File: src/hw/rtl/hbmd_pkg.sv
// Shared types, constants and the arctangent table of the box distance core.
`default_nettype none

package hbmd_pkg;

    localparam int CORDIC_ITERS_DEF = 24;
    localparam int FIFO_DEPTH = 4;
    localparam int ANG_W = 34;
    localparam int TRIG_FIX_LAT = 11;
    localparam int HAV_FIX_LAT = 38;

    localparam logic [30:0] RAD100_RESET = 31'd637100000;

    localparam logic signed [33:0] DEG90_U = 34'sd1800000000;
    localparam logic signed [33:0] DEG180_U = 34'sd3600000000;
    localparam logic signed [33:0] DEG360_U = 34'sd7200000000;
    localparam logic [31:0] PI_Q30 = 32'd3373259426;
    localparam logic [31:0] DIV_D = 32'd3600000000;
    // floor(2^63 / DIV_D); the quotient estimate from it is at most two below the true one.
    localparam logic [31:0] DIV_RECIP = 32'd2562047788;
    localparam logic signed [33:0] GAIN_Q30 = 34'sd652032874;
    localparam logic [63:0] ONE_Q60 = 64'd1152921504606846976;

    typedef logic signed [ANG_W-1:0] ang_t;

    typedef struct packed {
        logic in_box;
        ang_t dlat_lo;
        ang_t dlat_hi;
        ang_t dlon_lo;
        ang_t dlon_hi;
        ang_t dbl_q;
        ang_t dbl_lo;
        ang_t dbl_hi;
    } item_t;

    function automatic logic signed [33:0] atan_q30(input int i);
        logic signed [33:0] r;
        case (i)
            0: r = 34'sd843314857;
            1: r = 34'sd497837830;
            2: r = 34'sd263043837;
            3: r = 34'sd133525159;
            4: r = 34'sd67021687;
            5: r = 34'sd33543516;
            6: r = 34'sd16775851;
            7: r = 34'sd8388437;
            8: r = 34'sd4194283;
            9: r = 34'sd2097149;
            10: r = 34'sd1048576;
            default: r = (i <= 30) ? (34'sd1 <<< (30 - i)) : 34'sd0;
        endcase
        return r;
    endfunction

endpackage

`default_nettype wire

File: src/hw/rtl/hbmd_front.sv
// Front stage: takes a query transfer, classifies it and forms the angle arguments.
`default_nettype none

module hbmd_front (
    input  wire logic                 clk,
    input  wire logic                 rst_n,
    input  wire logic                 in_valid,
    output logic                      in_ready,
    input  wire logic signed [30:0]   query_lat,
    input  wire logic signed [31:0]   query_lon,
    input  wire logic signed [30:0]   box_low_lat,
    input  wire logic signed [31:0]   box_low_lon,
    input  wire logic signed [30:0]   box_high_lat,
    input  wire logic signed [31:0]   box_high_lon,
    output logic                      out_valid,
    input  wire logic                 out_ready,
    output hbmd_pkg::item_t           out_item
);

    logic vld_reg;
    hbmd_pkg::item_t item_reg;
    hbmd_pkg::item_t item_next;
    logic lat_in;
    logic lon_in;

    function automatic logic between(input logic signed [31:0] q, input logic signed [31:0] lo,
                                     input logic signed [31:0] hi);
        return ((q > lo) && (q < hi)) || ((q > hi) && (q < lo));
    endfunction

    assign in_ready = !vld_reg || out_ready;
    assign out_valid = vld_reg;
    assign out_item = item_reg;

    always_comb
    begin
        lat_in = between(32'(query_lat), 32'(box_low_lat), 32'(box_high_lat));
        lon_in = between(query_lon, box_low_lon, box_high_lon);
        item_next.in_box = lat_in && lon_in;
        item_next.dlat_lo = 34'(box_low_lat) - 34'(query_lat);
        item_next.dlat_hi = 34'(box_high_lat) - 34'(query_lat);
        item_next.dlon_lo = 34'(box_low_lon) - 34'(query_lon);
        item_next.dlon_hi = 34'(box_high_lon) - 34'(query_lon);
        item_next.dbl_q = 34'(query_lat) <<< 1;
        item_next.dbl_lo = 34'(box_low_lat) <<< 1;
        item_next.dbl_hi = 34'(box_high_lat) <<< 1;
    end

    always_ff @(posedge clk or negedge rst_n)
    begin
        if (!rst_n)
        begin
            vld_reg <= 1'b0;
        end
        else if (in_ready)
        begin
            vld_reg <= in_valid;
        end
    end

    always_ff @(posedge clk)
    begin
        if (in_valid && in_ready)
        begin
            item_reg <= item_next;
        end
    end

endmodule

`default_nettype wire

File: config.mk
export PLATFORM = sky130hd
export DESIGN_NAME = hbmd_front
export DESIGN_NICKNAME = d
export VERILOG_FILES = /design/src/hw/rtl/hbmd_pkg.sv /design/src/hw/rtl/hbmd_front.sv
export SDC_FILE = /design/constraint.sdc
export NUM_CORES = 1
export LEC_CHECK = 0
export ABC_AREA = 1
export BUFFER_PORTS_ARGS = -buffer_cell sky130_fd_sc_hd__buf_2
export CAP_MARGIN = 10
export CORE_UTILIZATION = 53
export DETAILED_ROUTE_END_ITERATION = 6
export PLACE_DENSITY_LB_ADDON = 0.12
export SETUP_SLACK_MARGIN = 0.3
export SYNTH_ARGS = -nofsm -noshare
export SYNTH_HDL_FRONTEND = slang
export SYNTH_SLANG_ARGS = --single-unit
File: constraint.sdc
create_clock -name clk -period 15.05 [get_ports clk]
set_clock_uncertainty 0.1 [all_clocks]
set_input_delay 0.7525 -clock clk [delete_from_list [all_inputs] [get_ports clk]]
set_output_delay 0.7525 -clock clk [all_outputs]
set_load 0.02 [all_outputs]
Word-level counts from Yosys, hierarchy flattened
Index checks and enable logic that the tools add are counted.
W data, S select, Z words.
{"block": "classes", "addsub": 4, "order_cmp": 8, "reduce_logical": 10}
{"operator": "$sub A32 B32 Y33", "count": 2}
{"operator": "$gt A32 B32 Y1", "count": 2}
{"operator": "$lt A32 B32 Y1", "count": 2}
{"operator": "$sub A31 B31 Y32", "count": 2}
{"operator": "$gt A31 B31 Y1", "count": 2}
{"operator": "$lt A31 B31 Y1", "count": 2}
{"operator": "$logic_and A1 B1 Y1", "count": 6}
{"operator": "$logic_or A1 B1 Y1", "count": 3}
{"operator": "$logic_not A1 Y1", "count": 1}
{"block": "totals", "reg_bits": 231, "input_bits": 193, "out_inout_bits": 241, "word_cells": 31}

Logic depth before layout (Yosys ltp)
Gate-level depths: netlist of run 1.
{"block": "depth", "ltp_word": 4, "depth_mapped": 18, "mapped_depth_nobuf": 18}

Worst setup path before layout of run 1
Ideal clock, no wire load.
{"block": "synth_path", "kind": "input-to-reg", "from": "input port in_valid", "to": "register item_reg, in the netlist out_item[102] (enable)", "setup_ps": 884, "arrival_time_ps": 11542, "required_time_ps": 14066, "slack_ps": 2524, "stages": 2, "path_buffers": 0, "cell_sequence": "inv_1 > a21oi_1"}
{"block": "synth_between", "elab_chain_cells": 1}
{"item": "from (decl)", "line": "hbmd_front.sv:7", "text": "input wire logic in_valid,"}
{"item": "$logic_and A1 B1 Y1", "line": "hbmd_front.sv:63", "text": "if (in_valid && in_ready)"}
{"item": "to (signal assigned)", "line": "hbmd_front.sv:65", "text": "item_reg <= item_next;"}
{"item": "to (decl)", "line": "hbmd_front.sv:21", "text": "hbmd_pkg::item_t item_reg;"}
No other way between the ends.
A chain may end at the register's enable or synchronous reset.

Worst setup path after layout of run 1
{"block": "layout_path", "from": "register vld_reg, in the netlist out_valid", "to": "register item_reg, in the netlist out_item[193] (enable)"}
{"block": "layout_between", "elab_chain_cells": 3}
{"item": "from (decl)", "line": "hbmd_front.sv:20", "text": "logic vld_reg;"}
{"item": "from (signal assigned)", "line": "hbmd_front.sv:57", "text": "vld_reg <= in_valid;"}
{"item": "$logic_not A1 Y1", "line": "hbmd_front.sv:31", "text": "assign in_ready = !vld_reg || out_ready;"}
{"item": "$logic_or A1 B1 Y1", "line": "hbmd_front.sv:31"}
{"item": "$logic_and A1 B1 Y1", "line": "hbmd_front.sv:63"}
No other way between the ends.

==> results of run 1 <==
-- state kept, by name (all words and copies together) (netlist names) --
| register | flops |
|---|---|
| out_item | 224 |
| out_valid | 1 |
-- cells by family after synthesis --
group / synth area share
xor gates and xnor gates: 0.06669
and+or+nand+nor: 0.1780
DFF: 0.4590
adders and majority gates: 0.1160
AOI/OAI and AO/OA: 0.1165
other: 0.0002549
buffers and inverters: 0.06354
-- layout by cell type (no fill, tap or decap), types with 5 or more instances in the layout --
master	netlist	final
buf_2	0	430
nand2_1	338	338
edfxtp_1	224	224
inv_1	215	215
nor2_1	169	169
a21oi_1	134	133
ha_1	130	130
xor2_1	71	71
o21ai_0	53	53
nand3_1	47	47
xnor2_1	41	41
clkbuf_16	0	24
nand4_1	18	18
nor3_1	17	17
o21bai_1	13	13
nand2_2	13	13
a21o_1	11	11
a21oi_2	10	10
o21ai_2	9	9
a31oi_1	8	8
a221oi_1	7	7
o211ai_1	6	6
clkbuf_1	0	6
o21a_1	5	5
a21boi_2	5	5
-- cell type report --
| cell class | count | area share |
|---|---|---|
| Antenna cell | 2 | 0.0002782 |
| Multi-Input combinational cell | 1160 | 0.3915 |
| Clock inverter | 14 | 0.005286 |
| Timing Repair Buffer | 434 | 0.1214 |
| Inverter | 219 | 0.04570 |
| Clock buffer | 30 | 0.03464 |
| Tap cell | 372 | 0.02587 |
| Sequential cell | 225 | 0.3753 |
-- final timing paths --
| kind | end | slack [ps] | cells after the start | start |
|---|---|---|---|---|
| hold reg to reg | out_valid | 480 | 2 | out_valid |
| max in group asynchronous | out_valid | 14340 | 2 | rst_n |
| min in group asynchronous | out_valid | 430 | 2 | rst_n |
| setup reg to reg | out_item[193] | 12260 | 3 | out_valid |
| setup / recovery | out_item[193] | 12260 | 3 | out_valid |
| hold / removal | out_item[75] | 310 | 1 | query_lat[6] |
-- stage by stage --
step,instances,power (mW),instance area [sq um],hold slack (ps),util
final,2456,1.872,17990,310.1,0.6638
after global routing,2456,1.958,17990,300.8,0.6638
after CTS,2454,1.880,17980,292.6,0.6636
after detailed placement,2409,1.334,17260,429.2,0.6367
after global placement,2409,1.331,17260,427.2,0.6367
after floorplan,1619,1.172,14720,356.9,-
-- power breakdown --
group          internal, mW  switching [mW]
clock network         0.297           0.247
logic                 0.181           0.360
registers             0.772          0.0151
total                  1.25           0.622
-- layer usage --
metal  part of all wire  vias to the layer above  track usage
met3              0.070                      100      0.04349
met1               0.39                     6001       0.3531
met2               0.50                      545       0.5584
met5            0.00030                        -            0
met4              0.042                        2       0.1261
li1                   -                     6385            -
-- repair_timing --
item	CTS	global route
hold endpoints to repair	1	0
hold buffers	1	0
setup endpoints to repair	0	0
==> summary.txt, run 1 <==
Status
  • Outcome: complete, no violations

Logic synthesis
  • Post-Synthesis Cell Area: 0.01471 sq mm
  • Count of unique library cells instantiated by Yosys: 50
  • Share of flip-flops with an asynchronous set or reset: 0.004444
  • Number of enable-type register cells in the synthesized netlist: 224
  • Top post-synthesis cells by area: edfxtp_1, ha_1, nand2_1
  • Synth warn: 0
  • Number of storage elements in the synthesis netlist: 225
  • Portion of synthesized cell area occupied by the leading cell type: 0.4573
  • Fraction of the yosys area taken by sequential cells: 0.4590
  • Predominant post-synthesis flop cell: edfxtp_1
  • Dominant cell type by area after synthesis: edfxtp_1
  • Dominant cell by count in the synthesized netlist: nand2_1
  • Post-synthesis average cell area: 9.097 sq um
  • Number of instances in the synthesized netlist: 1617
  • Ranking of synthesized cells by instance count: nand2_1, edfxtp_1, inv_1, nor2_1, a21oi_1

Worst setup path
  • Highest cell delay on the worst timing path: 910 ps
  • Cell with the most instances on the worst path: buf_4
  • Cell-by-cell trace of the critical path: a21oi_4 -> buf_4 -> buf_4
  • Type of destination of the critical path: flip-flop
  • Standard cell with the maximum stage delay on the critical path: buf_4
  • Top delay family on crit path: buffers and inverters
  • Worst path bufs/invs: 2
  • Largest fanout on the critical path: 90
  • Element type at the critical path start: flip-flop
  • Worst setup path category: flip-flop to flip-flop
  • Data arrival time of the critical path: 2830 ps
  • Critical path data required time: 15090 ps

Layout
  • Footprint of the flip-flops and latches: 0.006751 sq mm
  • Layout cell share with drive strength beyond 1: 0.2531
  • Number of nets in the finished design: 2391
  • Layout-stage area growth over the synthesis result: 22.29%
  • Filler cell count in the final layout: 2257
  • Area of the multi-input gates: 0.007042 sq mm

Floorplanning
  • Overall die height: 168.6 um
  • FP Rows: 60
  • Core area: 0.02710 sq mm
  • Number of top-level pins: 434
  • Die area: 0.02842 sq mm
  • Width of the die: 168.6 um
  • Starting utilization of the core area: 0.5428

STA
  • Worst setup slack after layout: 12260 ps
  • Final critical-path required period: 2788 ps
  • Final Hold Vio Count: 0
  • Setup-failing EPs final: 0
  • RSZ-0062 raised after global routing: false
  • Setup total negative slack: 0 ps
  • Highest achievable clock rate: 358.7 MHz
  • Number of pins with negative max-slew slack in the final report: 0
  • Worst rel slew slack: 0.2844
  • Slew @ Worst Pin: 1073 ps
  • Crit share post-route: 0.1852

Route
  • Detailed-route vias per instance: 5.307
  • Detailed Routing Iterations Pass 1: 6
  • Number of nets with antenna violations after detailed routing: 0
  • Detailed-route via count: 13033
  • Count of unresolved DRC violations after routing: 0
  • Wirelength per Cell: 17.90 um
  • Count of routing violations after the opening detailed-route iteration: 829
  • Routed wire length: 43.97 mm

Clock tree
  • Setup repair bufs after CTS: 0
  • Clock transition at the registers of the reported paths: 60 ps
  • TritonCTS Sinks: 225
  • CTS Root Cell: clkbuf_16
  • Post-CTS resize count: 0
  • Maximum level of the CTS H-tree: 1
  • Clock tree from TritonCTS: done
  • Source-to-sink clock delay at the later pin of the worst-skew pair: 530 ps
  • Buffer levels on the longest clock path: 3
  • Clock buffer count from CTS: 24

Hold path
  • Min-delay worst type: input pin to flip-flop

GRT
  • Largest net degree at the start of global routing: 91
  • Leftover overflow at the end of global routing: 0
  • Number of antenna violations at the first check in global routing: 3
  • GRT Resource Usage Total: 0.3035
  • Number of global-route vias before repair: 12753
  • Global-route wire length before repair: 66.32 mm

Placed design
  • Weighted congestion reported at the end of routability-driven placement: 1.061
  • Setup WS pre-CTS: 11860 ps
  • HPWL reported at the end of detailed placement: 36.59 mm
  • Number of port buffers: 430

Power
  • Static power due to leakage: 8.484 nW
  • Largest vdd supply drop: 0.07167 mV
  • Power per Cell Area: 104.1 mW/mm^2

Run
  • Max-cap violations: 0
Note: power is estimated with default switching activity, not from simulation.
==> inputs of run 2 (changes only) <==
--- a/config.mk
+++ b/config.mk
@@ -8,7 +8,7 @@
 export ABC_AREA = 1
 export BUFFER_PORTS_ARGS = -buffer_cell sky130_fd_sc_hd__buf_2
 export CAP_MARGIN = 10
-export CORE_UTILIZATION = 53
+export CORE_UTILIZATION = 48
 export DETAILED_ROUTE_END_ITERATION = 6
 export PLACE_DENSITY_LB_ADDON = 0.12
 export SETUP_SLACK_MARGIN = 0.3
==> constraint.sdc (replaced) <==
create_clock -name clk -period 2.55 [get_ports clk]
set_clock_uncertainty 0.1 [all_clocks]
set_input_delay 0.1275 -clock clk [delete_from_list [all_inputs] [get_ports clk]]
set_output_delay 0.1275 -clock clk [all_outputs]
set_load 0.02 [all_outputs]
==> summary.txt, run 2 (synthesis gave the netlist of run 1 again) <==
Status
  • Outcome: complete, no violations

Power
  • Static power due to leakage: 9.270 nW
  • Power spent charging and discharging nets: 4.025 mW
  • Switching part of the total: 0.3277
  • Internal power of the cells: 8.260 mW
  • Combinational fraction of design power: 0.302
  • Clk network pwr share: 0.320
  • Share of power burned in registers: 0.379
  • Power per Cell Area: 600.5 mW/mm^2
  • Total Power Consumption: 12.29 mW
  • Largest vdd supply drop: 0.5640 mV

Clock tree
  • Clock tree from TritonCTS: done
  • Clock buffer count from CTS: 26
  • CTS Root Cell: clkbuf_16
  • TritonCTS Sinks: 225
  • Buffer levels on the longest clock path: 3
  • Source-to-sink clock delay at the later pin of the worst-skew pair: 520 ps
  • Clock transition at the registers of the reported paths: 60 ps
  • Maximum level of the CTS H-tree: 1

Placed design
  • Number of port buffers: 430
  • Placement-stage cell area: 0.01751 sq mm
  • Weighted congestion reported at the end of routability-driven placement: 0.9922
  • Setup WS pre-CTS: 121.4 ps
  • HPWL reported at the end of detailed placement: 38.99 mm

Layout
  • Area of the multi-input gates: 0.007791 sq mm
  • Post-route cell area: 0.02046 sq mm
  • Number of antenna cells inserted: 0
  • Number of flip-flops under the largest register name: 224
  • Commonest non-fill, non-tap cell in the layout: buf_2
  • Filler cell count in the final layout: 2361
  • Number of nets in the finished design: 2547
  • Footprint of the flip-flops and latches: 0.006753 sq mm
  • Layout-stage area growth over the synthesis result: 39.09%
  • Most frequent cells in the layout: buf_2, nand2_1, edfxtp_1
  • Layout cell share with drive strength beyond 1: 0.3076

Worst setup path
  • Worst path bufs/invs: 3
  • Highest cell delay on the worst timing path: 530 ps
  • Cell-by-cell trace of the critical path: dlygate4sd3_1 -> buf_2 -> inv_1 -> ha_1 -> a21oi_1 -> o21ai_0 -> nand2_1 -> o211ai_1 -> nor2_1 -> nand2_1 -> xor2_1
  • Type of destination of the critical path: flip-flop
  • Element type at the critical path start: input pin
  • Data arrival time of the critical path: 2360 ps
  • Largest fanout on the critical path: 6
  • Worst setup path category: input pin to flip-flop
  • Standard cell with the maximum stage delay on the critical path: dlygate4sd3_1
  • Critical path data required time: 2720 ps
  • Cell with the most instances on the worst path: nand2_1
  • Top delay family on crit path: buffers and inverters

STA
  • Final critical-path required period: 2182 ps
  • Setup-failing EPs final: 0
  • Final Hold Vio Count: 0
  • Highest achievable clock rate: 458.4 MHz
  • Number of pins with negative max-slew slack in the final report: 0
  • RSZ-0062 raised after global routing: false
  • Slew @ Worst Pin: 662.2 ps
  • Crit share post-route: 0.8555
  • Setup total negative slack: 0 ps
  • Worst rel slew slack: 0.5576
  • Worst setup slack after layout: 368.4 ps

Route
  • Routed wire length: 49.77 mm
  • Count of unresolved DRC violations after routing: 0
  • Detailed-route via count: 13932
  • Detailed Routing Iterations Pass 1: 5
  • Wirelength per Cell: 18.92 um
  • Count of routing violations after the opening detailed-route iteration: 1016
  • Detailed-route vias per instance: 5.297
  • Number of nets with antenna violations after detailed routing: 0

GRT
  • Global-route wire length before repair: 71.98 mm
  • Largest net degree at the start of global routing: 43
  • Number of antenna violations at the first check in global routing: 3
  • GRT Resource Usage Total: 0.3016
  • Number of global-route vias before repair: 13819
  • Leftover overflow at the end of global routing: 0

Floorplanning
  • Starting utilization of the core area: 0.4924
  • Number of top-level pins: 434
  • Die area: 0.03135 sq mm
  • Overall die height: 177.1 um
  • Width of the die: 177.1 um
  • FP Rows: 63
  • Core area: 0.02987 sq mm

Hold path
  • Min-delay worst type: input pin to flip-flop

Run
  • Max-cap violations: 0
run 2: cell types whose count changed in the layout (fill, tap and decap cells not counted), moves of 17 or more:
cell / before / now
a21oi_2: 10 / 32
buf_4: 3 / 32
dlygate4sd3_1: 1 / 120
inv_1: 215 / 198
ha_1: 130 / 83
a21oi_1: 133 / 110
ha_4: 0 / 38
run 2: power by group through the flow:
stage | combinational [mW] | sequential, mW | clock [mW]
finish | 3.71 | 4.65 | 3.93
global route | 4.00 | 4.68 | 4.10
CTS | 3.42 | 4.65 | 3.97
detailed placement | 3.24 | 4.73 | 0
global placement | 3.24 | 4.72 | 0
floorplan | 1.69 | 5.16 | 0
run 2: path summary, 6_finish.rpt:
path | from | endpoint | slack [ps] | depth (start not counted)
hold / removal | box_low_lon[1] | out_item[137] | 10 | 4
max in group asynchronous | rst_n | out_valid | 1860 | 3
hold reg to reg | out_valid | out_item[166] | 810 | 2
min in group asynchronous | rst_n | out_valid | 380 | 3
setup / recovery | query_lat[24] | out_item[233] | 370 | 11
setup reg to reg | out_valid | out_item[206] | 830 | 2
run 2: layout make-up:
type,instances,area share
Sequential cell,225,0.3301
Inverter,219,0.04030
Timing Repair Buffer,588,0.1812
Clock inverter,19,0.01144
Tap cell,390,0.02385
Multi-Input combinational cell,1160,0.3808
Clock buffer,29,0.03235
run 2: tightest hold or removal path, delay by kind of cell:
| family | cells | cell delay, ps |
|---|---|---|
| adder cells (fa/ha/maj) | 1 | 160 |
| buffers and inverters | 3 | 210 |
run 2: repair_timing:
item,CTS,global route
endpoints found under the setup margin,0,34
resized for setup,0,148
hold buffers,120,1
hold endpoints to repair,119,1
setup buffers,0,12
run 2: metrics by stage:
step	util	hold WS [ps]	instances
5_1_grt	0.6848	15.64	2630
2_1_floorplan	-	-268.1	1619
4_1_cts	0.6562	1.940	2617
3_5_place_dp	0.5860	-194.1	2449
6_report	0.6848	9.575	2630
3_3_place_gp	0.5860	-197.6	2449
run 2: per-layer routing:
layer	part of all wire	GRT usage	wire length [um]
met5	0	0	0
met4	0.040	0.1228	2006
met3	0.058	0.03694	2894
met2	0.52	0.5659	25750
met1	0.38	0.3423	19120
