[src/hw/rtl/hbmd_pkg.sv]
// Shared types, constants and the arctangent table of the box distance core.
`default_nettype none

package hbmd_pkg;

    localparam int CORDIC_ITERS_DEF = 24;
    localparam int FIFO_DEPTH = 4;
    localparam int ANG_W = 34;
    localparam int TRIG_FIX_LAT = 11;
    localparam int HAV_FIX_LAT = 38;

    localparam logic [30:0] RAD100_RESET = 31'd637100000;

    localparam logic signed [33:0] DEG90_U = 34'sd1800000000;
    localparam logic signed [33:0] DEG180_U = 34'sd3600000000;
    localparam logic signed [33:0] DEG360_U = 34'sd7200000000;
    localparam logic [31:0] PI_Q30 = 32'd3373259426;
    localparam logic [31:0] DIV_D = 32'd3600000000;
    // floor(2^63 / DIV_D); the quotient estimate from it is at most two below the true one.
    localparam logic [31:0] DIV_RECIP = 32'd2562047788;
    localparam logic signed [33:0] GAIN_Q30 = 34'sd652032874;
    localparam logic [63:0] ONE_Q60 = 64'd1152921504606846976;

    typedef logic signed [ANG_W-1:0] ang_t;

    typedef struct packed {
        logic in_box;
        ang_t dlat_lo;
        ang_t dlat_hi;
        ang_t dlon_lo;
        ang_t dlon_hi;
        ang_t dbl_q;
        ang_t dbl_lo;
        ang_t dbl_hi;
    } item_t;

    function automatic logic signed [33:0] atan_q30(input int i);
        logic signed [33:0] r;
        case (i)
            0: r = 34'sd843314857;
            1: r = 34'sd497837830;
            2: r = 34'sd263043837;
            3: r = 34'sd133525159;
            4: r = 34'sd67021687;
            5: r = 34'sd33543516;
            6: r = 34'sd16775851;
            7: r = 34'sd8388437;
            8: r = 34'sd4194283;
            9: r = 34'sd2097149;
            10: r = 34'sd1048576;
            default: r = (i <= 30) ? (34'sd1 <<< (30 - i)) : 34'sd0;
        endcase
        return r;
    endfunction

endpackage

`default_nettype wire

[src/hw/rtl/hbmd_fifo.sv]
// Short queue that decouples the classifying front from the distance pipeline.
`default_nettype none

module hbmd_fifo (
    input  wire logic            clk,
    input  wire logic            rst_n,
    input  wire logic            push,
    input  wire hbmd_pkg::item_t din,
    output logic                 full,
    input  wire logic            pop,
    output hbmd_pkg::item_t      dout,
    output logic                 empty
);

    localparam int PTR_W = $clog2(hbmd_pkg::FIFO_DEPTH);
    localparam int CNT_W = $clog2(hbmd_pkg::FIFO_DEPTH + 1);

    hbmd_pkg::item_t mem [0:hbmd_pkg::FIFO_DEPTH-1];
    logic [PTR_W-1:0] wr_ptr_reg;
    logic [PTR_W-1:0] rd_ptr_reg;
    logic [CNT_W-1:0] cnt_reg;

    assign full = (cnt_reg == CNT_W'(hbmd_pkg::FIFO_DEPTH));
    assign empty = (cnt_reg == '0);
    assign dout = mem[rd_ptr_reg];

    always_ff @(posedge clk)
    begin
        if (push)
        begin
            mem[wr_ptr_reg] <= din;
        end
    end

    always_ff @(posedge clk or negedge rst_n)
    begin
        if (!rst_n)
        begin
            wr_ptr_reg <= '0;
            rd_ptr_reg <= '0;
            cnt_reg <= '0;
        end
        else
        begin
            if (push)
            begin
                wr_ptr_reg <= (wr_ptr_reg == PTR_W'(hbmd_pkg::FIFO_DEPTH - 1)) ? '0
                              : wr_ptr_reg + 1'b1;
            end
            if (pop)
            begin
                rd_ptr_reg <= (rd_ptr_reg == PTR_W'(hbmd_pkg::FIFO_DEPTH - 1)) ? '0
                              : rd_ptr_reg + 1'b1;
            end
            if (push && !pop)
            begin
                cnt_reg <= cnt_reg + 1'b1;
            end
            else if (pop && !push)
            begin
                cnt_reg <= cnt_reg - 1'b1;
            end
        end
    end

endmodule

`default_nettype wire

[config.mk]
export PLATFORM = sky130hd
export DESIGN_NAME = hbmd_fifo
export DESIGN_NICKNAME = d
export VERILOG_FILES = /design/src/hw/rtl/hbmd_pkg.sv /design/src/hw/rtl/hbmd_fifo.sv
export SDC_FILE = /design/constraint.sdc
export NUM_CORES = 1
export LEC_CHECK = 0
export ABC_CLOCK_PERIOD_IN_PS = 11700
export BUFFER_PORTS_ARGS = -buffer_cell sky130_fd_sc_hd__buf_2
export CORE_ASPECT_RATIO = 1.25
export CORE_MARGIN = 2
export CORE_UTILIZATION = 49
export CTS_CLUSTER_DIAMETER = 100
export DETAILED_ROUTE_END_ITERATION = 7
export PLACE_DENSITY = 0.7
export SLEW_MARGIN = 0
export SYNTH_ARGS = -nofsm -noshare
export SYNTH_HDL_FRONTEND = slang
export SYNTH_SLANG_ARGS = --single-unit
[constraint.sdc]
create_clock -name clk -period 11.7 [get_ports clk]
set_input_delay 1.17 -clock clk [delete_from_list [all_inputs] [get_ports clk]]
set_output_delay 1.17 -clock clk [all_outputs]
set_load 0.02 [all_outputs]
After elaboration in Yosys (flattened, before gate mapping):

Memory sizes are Yosys's and may differ from the RTL's.
Index checks and enable logic that the tools add are counted.

* memories kept: 1
* bits in writable memories: 956
* logic and storage cells: 23
* output and inout bits: 241
* input bits: 243
* bits in registers: 7

Memories
* mem: words 4, bits a word 239, rd ports 1, clocked after Yosys merged registers in 0, write ports 1, RTL line hbmd_fifo.sv:18 `hbmd_pkg::item_t mem [0:hbmd_pkg::FIFO_DEPTH-1];`

* muxes and demuxes: 6
* equal/unequal tests: 3
* reduce and logical (&&, ||, !) cells: 6
* $add $sub $neg: 4

Operators with widths (number)
* $mux 3: 2
* $add 2x1->2 const B: 2
* $eq 2x2->1 const B: 2
* $mux 2: 2
* $add 3x1->3 const B: 1
* $eq 3x3->1 const B: 1
* $logic_not 3->1: 1
* $sub 3x1->3 const B: 1
* $logic_and 1x1->1: 2
* $logic_not 1->1: 2
* $mux 1: 2
* $reduce_bool 2->1: 1

Depth between registers and ports, before layout:

Gate-level depths: netlist of the first run.

* word-level depth: 4
* depth in mapped cells: 7
* gate-level depth less buffers: 7

Worst setup path after synthesis of the first run:

Ideal clock, no wire load.

* kind: input-to-reg
* from: input push
* to: memory mem[2][0] (netlist bit) (enable)
* buffers on the path: 0
* setup time: 0.629 ns
* required time: 11.071 ns
* setup slack: 4.494 ns
* stages on the path: 1
* data arrival time: 6.577 ns
* path through: and2_1

* longest elaborated chain between the ends: 2

RTL lines
* from (decl): RTL line hbmd_fifo.sv:7 `input wire logic push,`
* $mux 1: RTL line hbmd_fifo.sv:29 `if (push)`
* $mux 1 (not written as such): RTL line hbmd_fifo.sv:31 `mem[wr_ptr_reg] <= din;`
* to (decl): RTL line hbmd_fifo.sv:18

Every way passes these cells.

==> results of run 1 <==
## worst min-delay path by stage
| stage | from | to | slack, ps | cells past startpoint |
|---|---|---|---|---|
| after CTS | rst_n | cnt_reg[2] | 310 | 1 |
| after global routing | rst_n | rd_ptr_reg[0] | 330 | 1 |
| after floorplan | cnt_reg[2] | cnt_reg[2] | 460 | 1 |
| final | rst_n | cnt_reg[2] | 350 | 1 |
| after detailed placement | cnt_reg[2] | cnt_reg[2] | 510 | 1 |
| after global placement | cnt_reg[2] | cnt_reg[2] | 470 | 1 |
## power by group through the flow
stage | Combinational (uW) | Clock, uW | Sequential (uW)
2_1_floorplan | 2330 | 0 | 4710
3_3_place_gp | 3230 | 0 | 4670
3_5_place_dp | 3240 | 0 | 4710
4_1_cts | 3250 | 2920 | 4640
5_1_grt | 3380 | 3040 | 4680
6_report | 3180 | 2840 | 4630
## final cells by class
type	count	area, sq um	area share (%)
sequential	963	28900	70.1
multi-input combinational	265	5610	13.6
timing repair buffer	499	2590	6.28
clock buffer	100	2330	5.66
tap	943	1180	2.86
clock inverter	65	582	1.41
antenna	11	27.5	0.0668
inverter	4	15.0	0.0364
## kinds of logic after synthesis
family | count (synthesis) | synth area share (%)
xor+xnor | 3 | 0.0753
simple gates | 11 | 0.161
flops | 963 | 82.8
buf+inv | 58 | 1.19
compound gates | 2 | 0.0287
mux | 242 | 15.5
fa+ha+maj | 7 | 0.272
## per-stage QoR
step / hold slack (ps) / util, % / power, uW / instance area, sq um
6_report: 354 / 58.4 / 10600 / 41200
5_1_grt: 333 / 58.3 / 11100 / 41200
4_1_cts: 306 / 58.3 / 10800 / 41200
3_5_place_dp: 507 / 54.2 / 7950 / 38300
3_3_place_gp: 475 / 54.2 / 7900 / 38300
2_1_floorplan: 456 / - / 7040 / 34900
## cell usage in the layout, fill, tap and decap left out, drive strengths merged
master      n
diode      11
mux2        3
dfrtp       7
xnor2       1
buf       499
nor3b       1
edfxtp    956
clkbuf    100
mux4      239
nor3        1
nand2       2
ha          6
xor2        2
o21ai       2
clkinvlp    6
bufinv      7
and2        4
nor2        3
inv        10
clkinv     46
fa          1
## metal layers
metal	GRT usage, %	share of wire (%)	wire length [um]	vias to the layer above
li1	-	-	-	6709
met1	23.4	38	25900	8162
met2	30.1	50	34400	537
met3	6.56	8.9	6080	138
met4	7.43	3.0	2050	36
met5	0	0.31	216	-
==> impl_metrics.json, run 1 <==
{
  "floorplan.die_area_sq_um": 73400,
  "setup_ws_ps": 6330,
  "critical_path_buf_inv_count": 3,
  "synth-main-ff-cell": "edfxtp_1",
  "place.gp.congestion": 0.728,
  "layout_min_cycle_time_ps": 5370,
  "worstSetupPathType": "flop to output port",
  "cts.sink_count": 963,
  "drcViolationCount": 0,
  "syn_avg_cell_area_sq_um": 27.1,
  "setup-tns-final_ps": 0,
  "synth_seq_cells": 963,
  "place.detailed.hpwl_mm": 41.2,
  "rows": 109,
  "fp.dieH_um": 302,
  "wirelength_routed_mm": 68.6,
  "cp_data_arrival_time_ps": 4200,
  "synthCells": 1286,
  "synthTopCellsByArea": "edfxtp_1 82%, mux4_2 15%, buf_6 0.71%, dfrtp_1 0.50%, buf_2 0.39%",
  "regToRegSetupSlack_ps": 8770,
  "worst_slew_pin_slew_ps": 1350,
  "cap_viol_max_count": 0,
  "io_pins": 484,
  "grt_setup_unrepaired": "false",
  "synth.lib_cells_used.distinct": 18,
  "floorplan.initialDensity_pct": 49.4,
  "worst_slew_margin_rel_pct": 10.3,
  "drt.antenna.violating_nets": 0,
  "critPathLaunchType": "flop",
  "num-fill-cells": 5088,
  "core_region_area_sq_um": 70600,
  "worstPathCellList": "buf_12 > buf_4 > mux4_2 > buf_2",
  "critical_path.endpoint_type": "output port",
  "dpl.cell_count": 2674,
  "clk_pin_slew_ps": 60,
  "reg2reg_from": "wr_ptr_reg[0]",
  "globalRouteOverflowTotal": 0,
  "finalHoldViolations": 0,
  "ir_drop_mv": 0.194,
  "timing_endpoint_of_the_critical_path": "dout[107]",
  "yosysMostFrequentCell": "edfxtp_1",
  "die_w_um": 243,
  "detailroute.via_count": 15582,
  "synth_common_cells": "956 x edfxtp_1, 239 x mux4_2, 27 x buf_2",
  "seqPwrFrac_pct": 43.5,
  "clock_power_share_pct": 26.7,
  "period_share_pct": 45.9,
  "drt_first_iter_violations": 1058,
  "post_layout_net_count": 2074,
  "detailedPlace.worstSlack_ps": 6810,
  "critical_path.top_delay_family": "buffers and inverters",
  "synth_top_area_cell": "edfxtp_1",
  "synth_enable_flop_cells": 956,
  "clock_path_buffers": 3,
  "crit_path_max_fanout": 109,
  "ys.warnings.count": 0,
  "grt_max_degree": 158,
  "cp_num_cells": 4,
  "wl_per_cell_um": 24.1,
  "clk-insertion-delay-late_ps": 650,
  "grt_use_total_pct": 18.7,
  "final-setup-viol-count": 0,
  "timing.critical_path.slowest_stage_cell": "dfrtp_4",
  "area_share_of_the_leading_cell_type_in_the_synthesized_netlist_pct": 82.2,
  "post_cts_buffers": 0,
  "postCtsHoldBufs": 0,
  "fmax_mhz": 186,
  "largest_register_ffs": 956,
  "power.share.combinational_pct": 29.8,
  "power.leakage_uw": 0.0139,
  "drive_above_1_share_pct": 46.3,
  "first_global_vias": 16534,
  "fin_cells": 2850,
  "mappedNetlistArea_sq_um": 34900,
  "swShare_pct": 31.5,
  "numPortBuffers": 483,
  "synth.net_count": 1536,
  "tritoncts.num_buffers": 91,
  "timing.critical_path.required_ps": 10530,
  "htree_levels": 3,
  "grt_first_pass_wirelength_mm": 102,
  "number_of_antenna_violations_at_the_first_check_in_global_routing": 27,
  "postSynth.asyncResetShare_pct": 0.727,
  "flow.area_growth_from_synthesis_pct": 18.1,
  "timing.critical_path.slowest_cell_delay_ps": 940,
  "slew_violations": 0,
  "worst_hold_path_type": "primary input to async pin",
  "vias_per_cell": 5.47,
  "internal_power_uw": 7290,
  "power_density_normalized_to_cell_area_nw_per_um2": 258,
  "clock_tree.root_cell": "clkbuf_16",
  "seq_area_frac_synth_pct": 82.8,
  "net-switching-power_uw": 3350,
  "tritoncts_clock_tree": "yes",
  "run_status": "finished clean",
  "regToRegEndpoint": "mem[2][92]",
  "critPathLaunch": "rd_ptr_reg[0]",
  "dr.pass1.iters": 4,
  "timing.reg2reg.worst_path_depth": 5,
  "clock-skew-final_ps": 22.8,
  "post_cts.resized_instances": 0
}
No activity file was read; power rests on OpenSTA's default activity.
==> run 2, diff against run 1 <==
--- a/config.mk
+++ b/config.mk
@@ -5,14 +5,15 @@
 export SDC_FILE = /design/constraint.sdc
 export NUM_CORES = 1
 export LEC_CHECK = 0
-export ABC_CLOCK_PERIOD_IN_PS = 11700
+export ABC_AREA = 1
+export ABC_CLOCK_PERIOD_IN_PS = 5100
 export BUFFER_PORTS_ARGS = -buffer_cell sky130_fd_sc_hd__buf_2
 export CORE_ASPECT_RATIO = 1.25
 export CORE_MARGIN = 2
 export CORE_UTILIZATION = 49
 export CTS_CLUSTER_DIAMETER = 100
 export DETAILED_ROUTE_END_ITERATION = 7
-export PLACE_DENSITY = 0.7
+export PLACE_DENSITY = 0.69
 export SLEW_MARGIN = 0
 export SYNTH_ARGS = -nofsm -noshare
 export SYNTH_HDL_FRONTEND = slang
==> constraint.sdc (replaced) <==
create_clock -name clk -period 5.1 [get_ports clk]
set_input_delay 0.51 -clock clk [delete_from_list [all_inputs] [get_ports clk]]
set_output_delay 0.51 -clock clk [all_outputs]
set_load 0.02 [all_outputs]
==> run 2 against run 1 <==
Against the previous run: non-clock buffer count is 11 higher; cell count grew 55%; clock power grew 130%; hold slack got worse by 280 ps; wire length up 15%; combinational power increased to 2.7 times the previous value; sequential share of layout area fell by 4.9 points; via count up 43%; critical path type unchanged; largest power group unchanged; highest routed layer unchanged.
==> impl_metrics.json, run 2 <==
{
  "run_status": "finished clean",
  "period_share_pct": 71.1,
  "rows": 114,
  "worstSetupPathType": "flop to output port",
  "io_pins": 484,
  "critical_path.endpoint_type": "output port",
  "first_global_vias": 21004,
  "layout_min_cycle_time_ps": 3620,
  "clk_pin_slew_ps": 60,
  "die_w_um": 255,
  "synth_top_area_cell": "edfxtp_1",
  "internal_power_uw": 16200,
  "floorplan.die_area_sq_um": 80800,
  "cap_viol_max_count": 0,
  "synth.lib_cells_used.distinct": 19,
  "power_density_normalized_to_cell_area_nw_per_um2": 574,
  "synth.net_count": 3091,
  "synth-main-ff-cell": "edfxtp_1",
  "yosysMostFrequentCell": "edfxtp_1",
  "synth_seq_cells": 963,
  "worst_hold_path_type": "primary input to flop",
  "drt.antenna.violating_nets": 0,
  "tritoncts.num_buffers": 91,
  "core_region_area_sq_um": 77600,
  "place.gp.congestion": 0.830,
  "mappedNetlistArea_sq_um": 38500,
  "vias_per_cell": 5.05,
  "synth_common_cells": "956 x edfxtp_1, 732 x nand2_1, 489 x inv_1",
  "seqPwrFrac_pct": 41.2,
  "drcViolationCount": 0,
  "num-fill-cells": 6150,
  "synth_enable_flop_cells": 956,
  "wl_per_cell_um": 17.8,
  "dr.pass1.iters": 5,
  "grt_setup_unrepaired": "false",
  "wirelength_routed_mm": 78.8,
  "post_layout_net_count": 3535,
  "cp_data_arrival_time_ps": 3110,
  "drt_first_iter_violations": 1340,
  "number_of_antenna_violations_at_the_first_check_in_global_routing": 31,
  "synthTopCellsByArea": "edfxtp_1 75%, o211ai_1 8.9%, nand2_1 7.1%, inv_1 4.8%, buf_6 1.7%",
  "tritoncts_clock_tree": "yes",
  "floorplan.initialDensity_pct": 49.6,
  "htree_levels": 3,
  "layout_commonest_cell": "edfxtp_1",
  "timing.critical_path.required_ps": 4590,
  "layout.core_utilization_pct": 57.2,
  "final-setup-viol-count": 0,
  "finalHoldViolations": 0,
  "slew_violations": 0,
  "worst_slew_pin_slew_ps": 974,
  "setup-tns-final_ps": 0,
  "place.detailed.hpwl_mm": 46.7,
  "seq_area_frac_synth_pct": 75.1,
  "clk-insertion-delay-late_ps": 650,
  "timing.critical_path.slowest_stage_cell": "dfrtp_4",
  "power.share.combinational_pct": 33.6,
  "numPortBuffers": 483,
  "timing.critical_path.slowest_cell_delay_ps": 780,
  "net-switching-power_uw": 9300,
  "largest_register_ffs": 956,
  "globalRouteOverflowTotal": 0,
  "worstPathCellList": "inv_8 > buf_12 > o211ai_1 > nand2_1 > buf_2",
  "drive_above_1_share_pct": 19.7,
  "fmax_mhz": 276,
  "worst_slew_margin_rel_pct": 35.1,
  "fp.dieH_um": 317,
  "cts.sink_count": 963,
  "grt_max_degree": 166,
  "crit_path_max_fanout": 114,
  "layout.cells.most_common_list": "956 x edfxtp_1, 732 x nand2_1, 485 x inv_1",
  "flow.area_growth_from_synthesis_pct": 15.3,
  "clock_tree.root_cell": "clkbuf_16",
  "grt_use_total_pct": 18.9,
  "clock-skew-final_ps": 25.0,
  "detailroute.via_count": 22297,
  "critPathLaunchType": "flop",
  "synthCells": 2841,
  "clock_path_buffers": 3,
  "postSynth.asyncResetShare_pct": 0.727,
  "power.leakage_uw": 0.0177,
  "post_cts.resized_instances": 0,
  "swShare_pct": 36.5,
  "grt_first_pass_wirelength_mm": 116,
  "clock_power_share_pct": 25.2,
  "area_share_of_the_leading_cell_type_in_the_synthesized_netlist_pct": 74.6,
  "ir_drop_mv": 0.496,
  "ys.warnings.count": 0,
  "syn_avg_cell_area_sq_um": 13.5
}
-- run 2: cell count changes in the layout (fill, tap and decap cells not counted), sizes merged, moves of 4 or more --
cell,delta
nand2,+730
inv,+483
o211ai,+478
mux4,-239
buf,+10
clkbuf,+9
clkinv,-7
diode,+6
and2,-4
-- run 2: through the flow --
step	hold slack [ps]	total power, uW	worst slack (ps)	instances	area (sq um)
4_1_cts	25.1	25700	1380	4400	44300
3_5_place_dp	354	19300	2090	4235	41500
5_1_grt	38.8	26800	1290	4416	44400
3_3_place_gp	358	19200	2060	4235	41500
2_1_floorplan	214	16800	424	2841	38500
6_report	74.4	25500	1480	4417	44400
-- run 2: kinds of logic (layout without fill, tap and decap cells) --
logic type	after synthesis	count (layout)	share of synthesized area [%]
XOR/XNOR	1	1	0.0228
other	0	17	0
adder cells (fa/ha/maj)	7	7	0.247
buffers and inverters	650	1165	7.82
AND/OR/NAND/NOR	738	738	7.22
flip-flops	963	963	75.1
AO/OA/AOI/OAI	482	482	9.64
-- run 2: final cells by class --
class	count	area (sq um)	area share, %
sequential	963	28900	65.1
multi-input combinational	1228	6590	14.9
timing repair buffer	510	2850	6.42
clock buffer	109	2340	5.29
inverter	491	1870	4.22
tap	1044	1310	2.95
clock inverter	55	464	1.05
antenna	17	42.5	0.0959
-- run 2: worst paths after layout --
path	start	to	slack [ps]	cells after the start
worst max-delay path	rd_ptr_reg[1]	dout[122]	1480	5
worst min-delay path	din[44]	mem[0][44]	70	1
worst max register to register	wr_ptr_reg[0]	mem[2][127]	2790	5
worst min register to register	cnt_reg[2]	cnt_reg[2]	520	2
max in group asynchronous	rst_n	rd_ptr_reg[1]	4630	2
min in group asynchronous	rst_n	cnt_reg[0]	280	2
-- run 2: power by group through the flow --
stage	clock (uW)	combinational (uW)	sequential [uW]
2_1_floorplan	0	6070	10700
6_report	6400	8550	10500
3_5_place_dp	0	8650	10700
3_3_place_gp	0	8560	10600
4_1_cts	6550	8680	10500
5_1_grt	6840	9340	10600
-- run 2: critical path: cells and delay by family, from the launching register on --
family          cells  cell delay, ps
compound gates      1             170
buf+inv             3            1250
flops               1             780
simple gates        1             110
-- run 2: what timing repair did --
item                      4_1_cts  5_1_grt
hold buffers                    1        0
hold endpoints to repair        7        0
buffers inserted                0        0
-- run 2: layer usage --
| layer | part of all wire [%] | vias to the layer above | track usage, % |
|---|---|---|---|
| met1 | 38 | 10668 | 21.5 |
| met3 | 7.2 | 173 | 5.71 |
| met2 | 52 | 558 | 33.0 |
| met4 | 3.3 | 28 | 8.08 |
| met5 | 0.23 | - | 0 |
| li1 | - | 10870 | - |
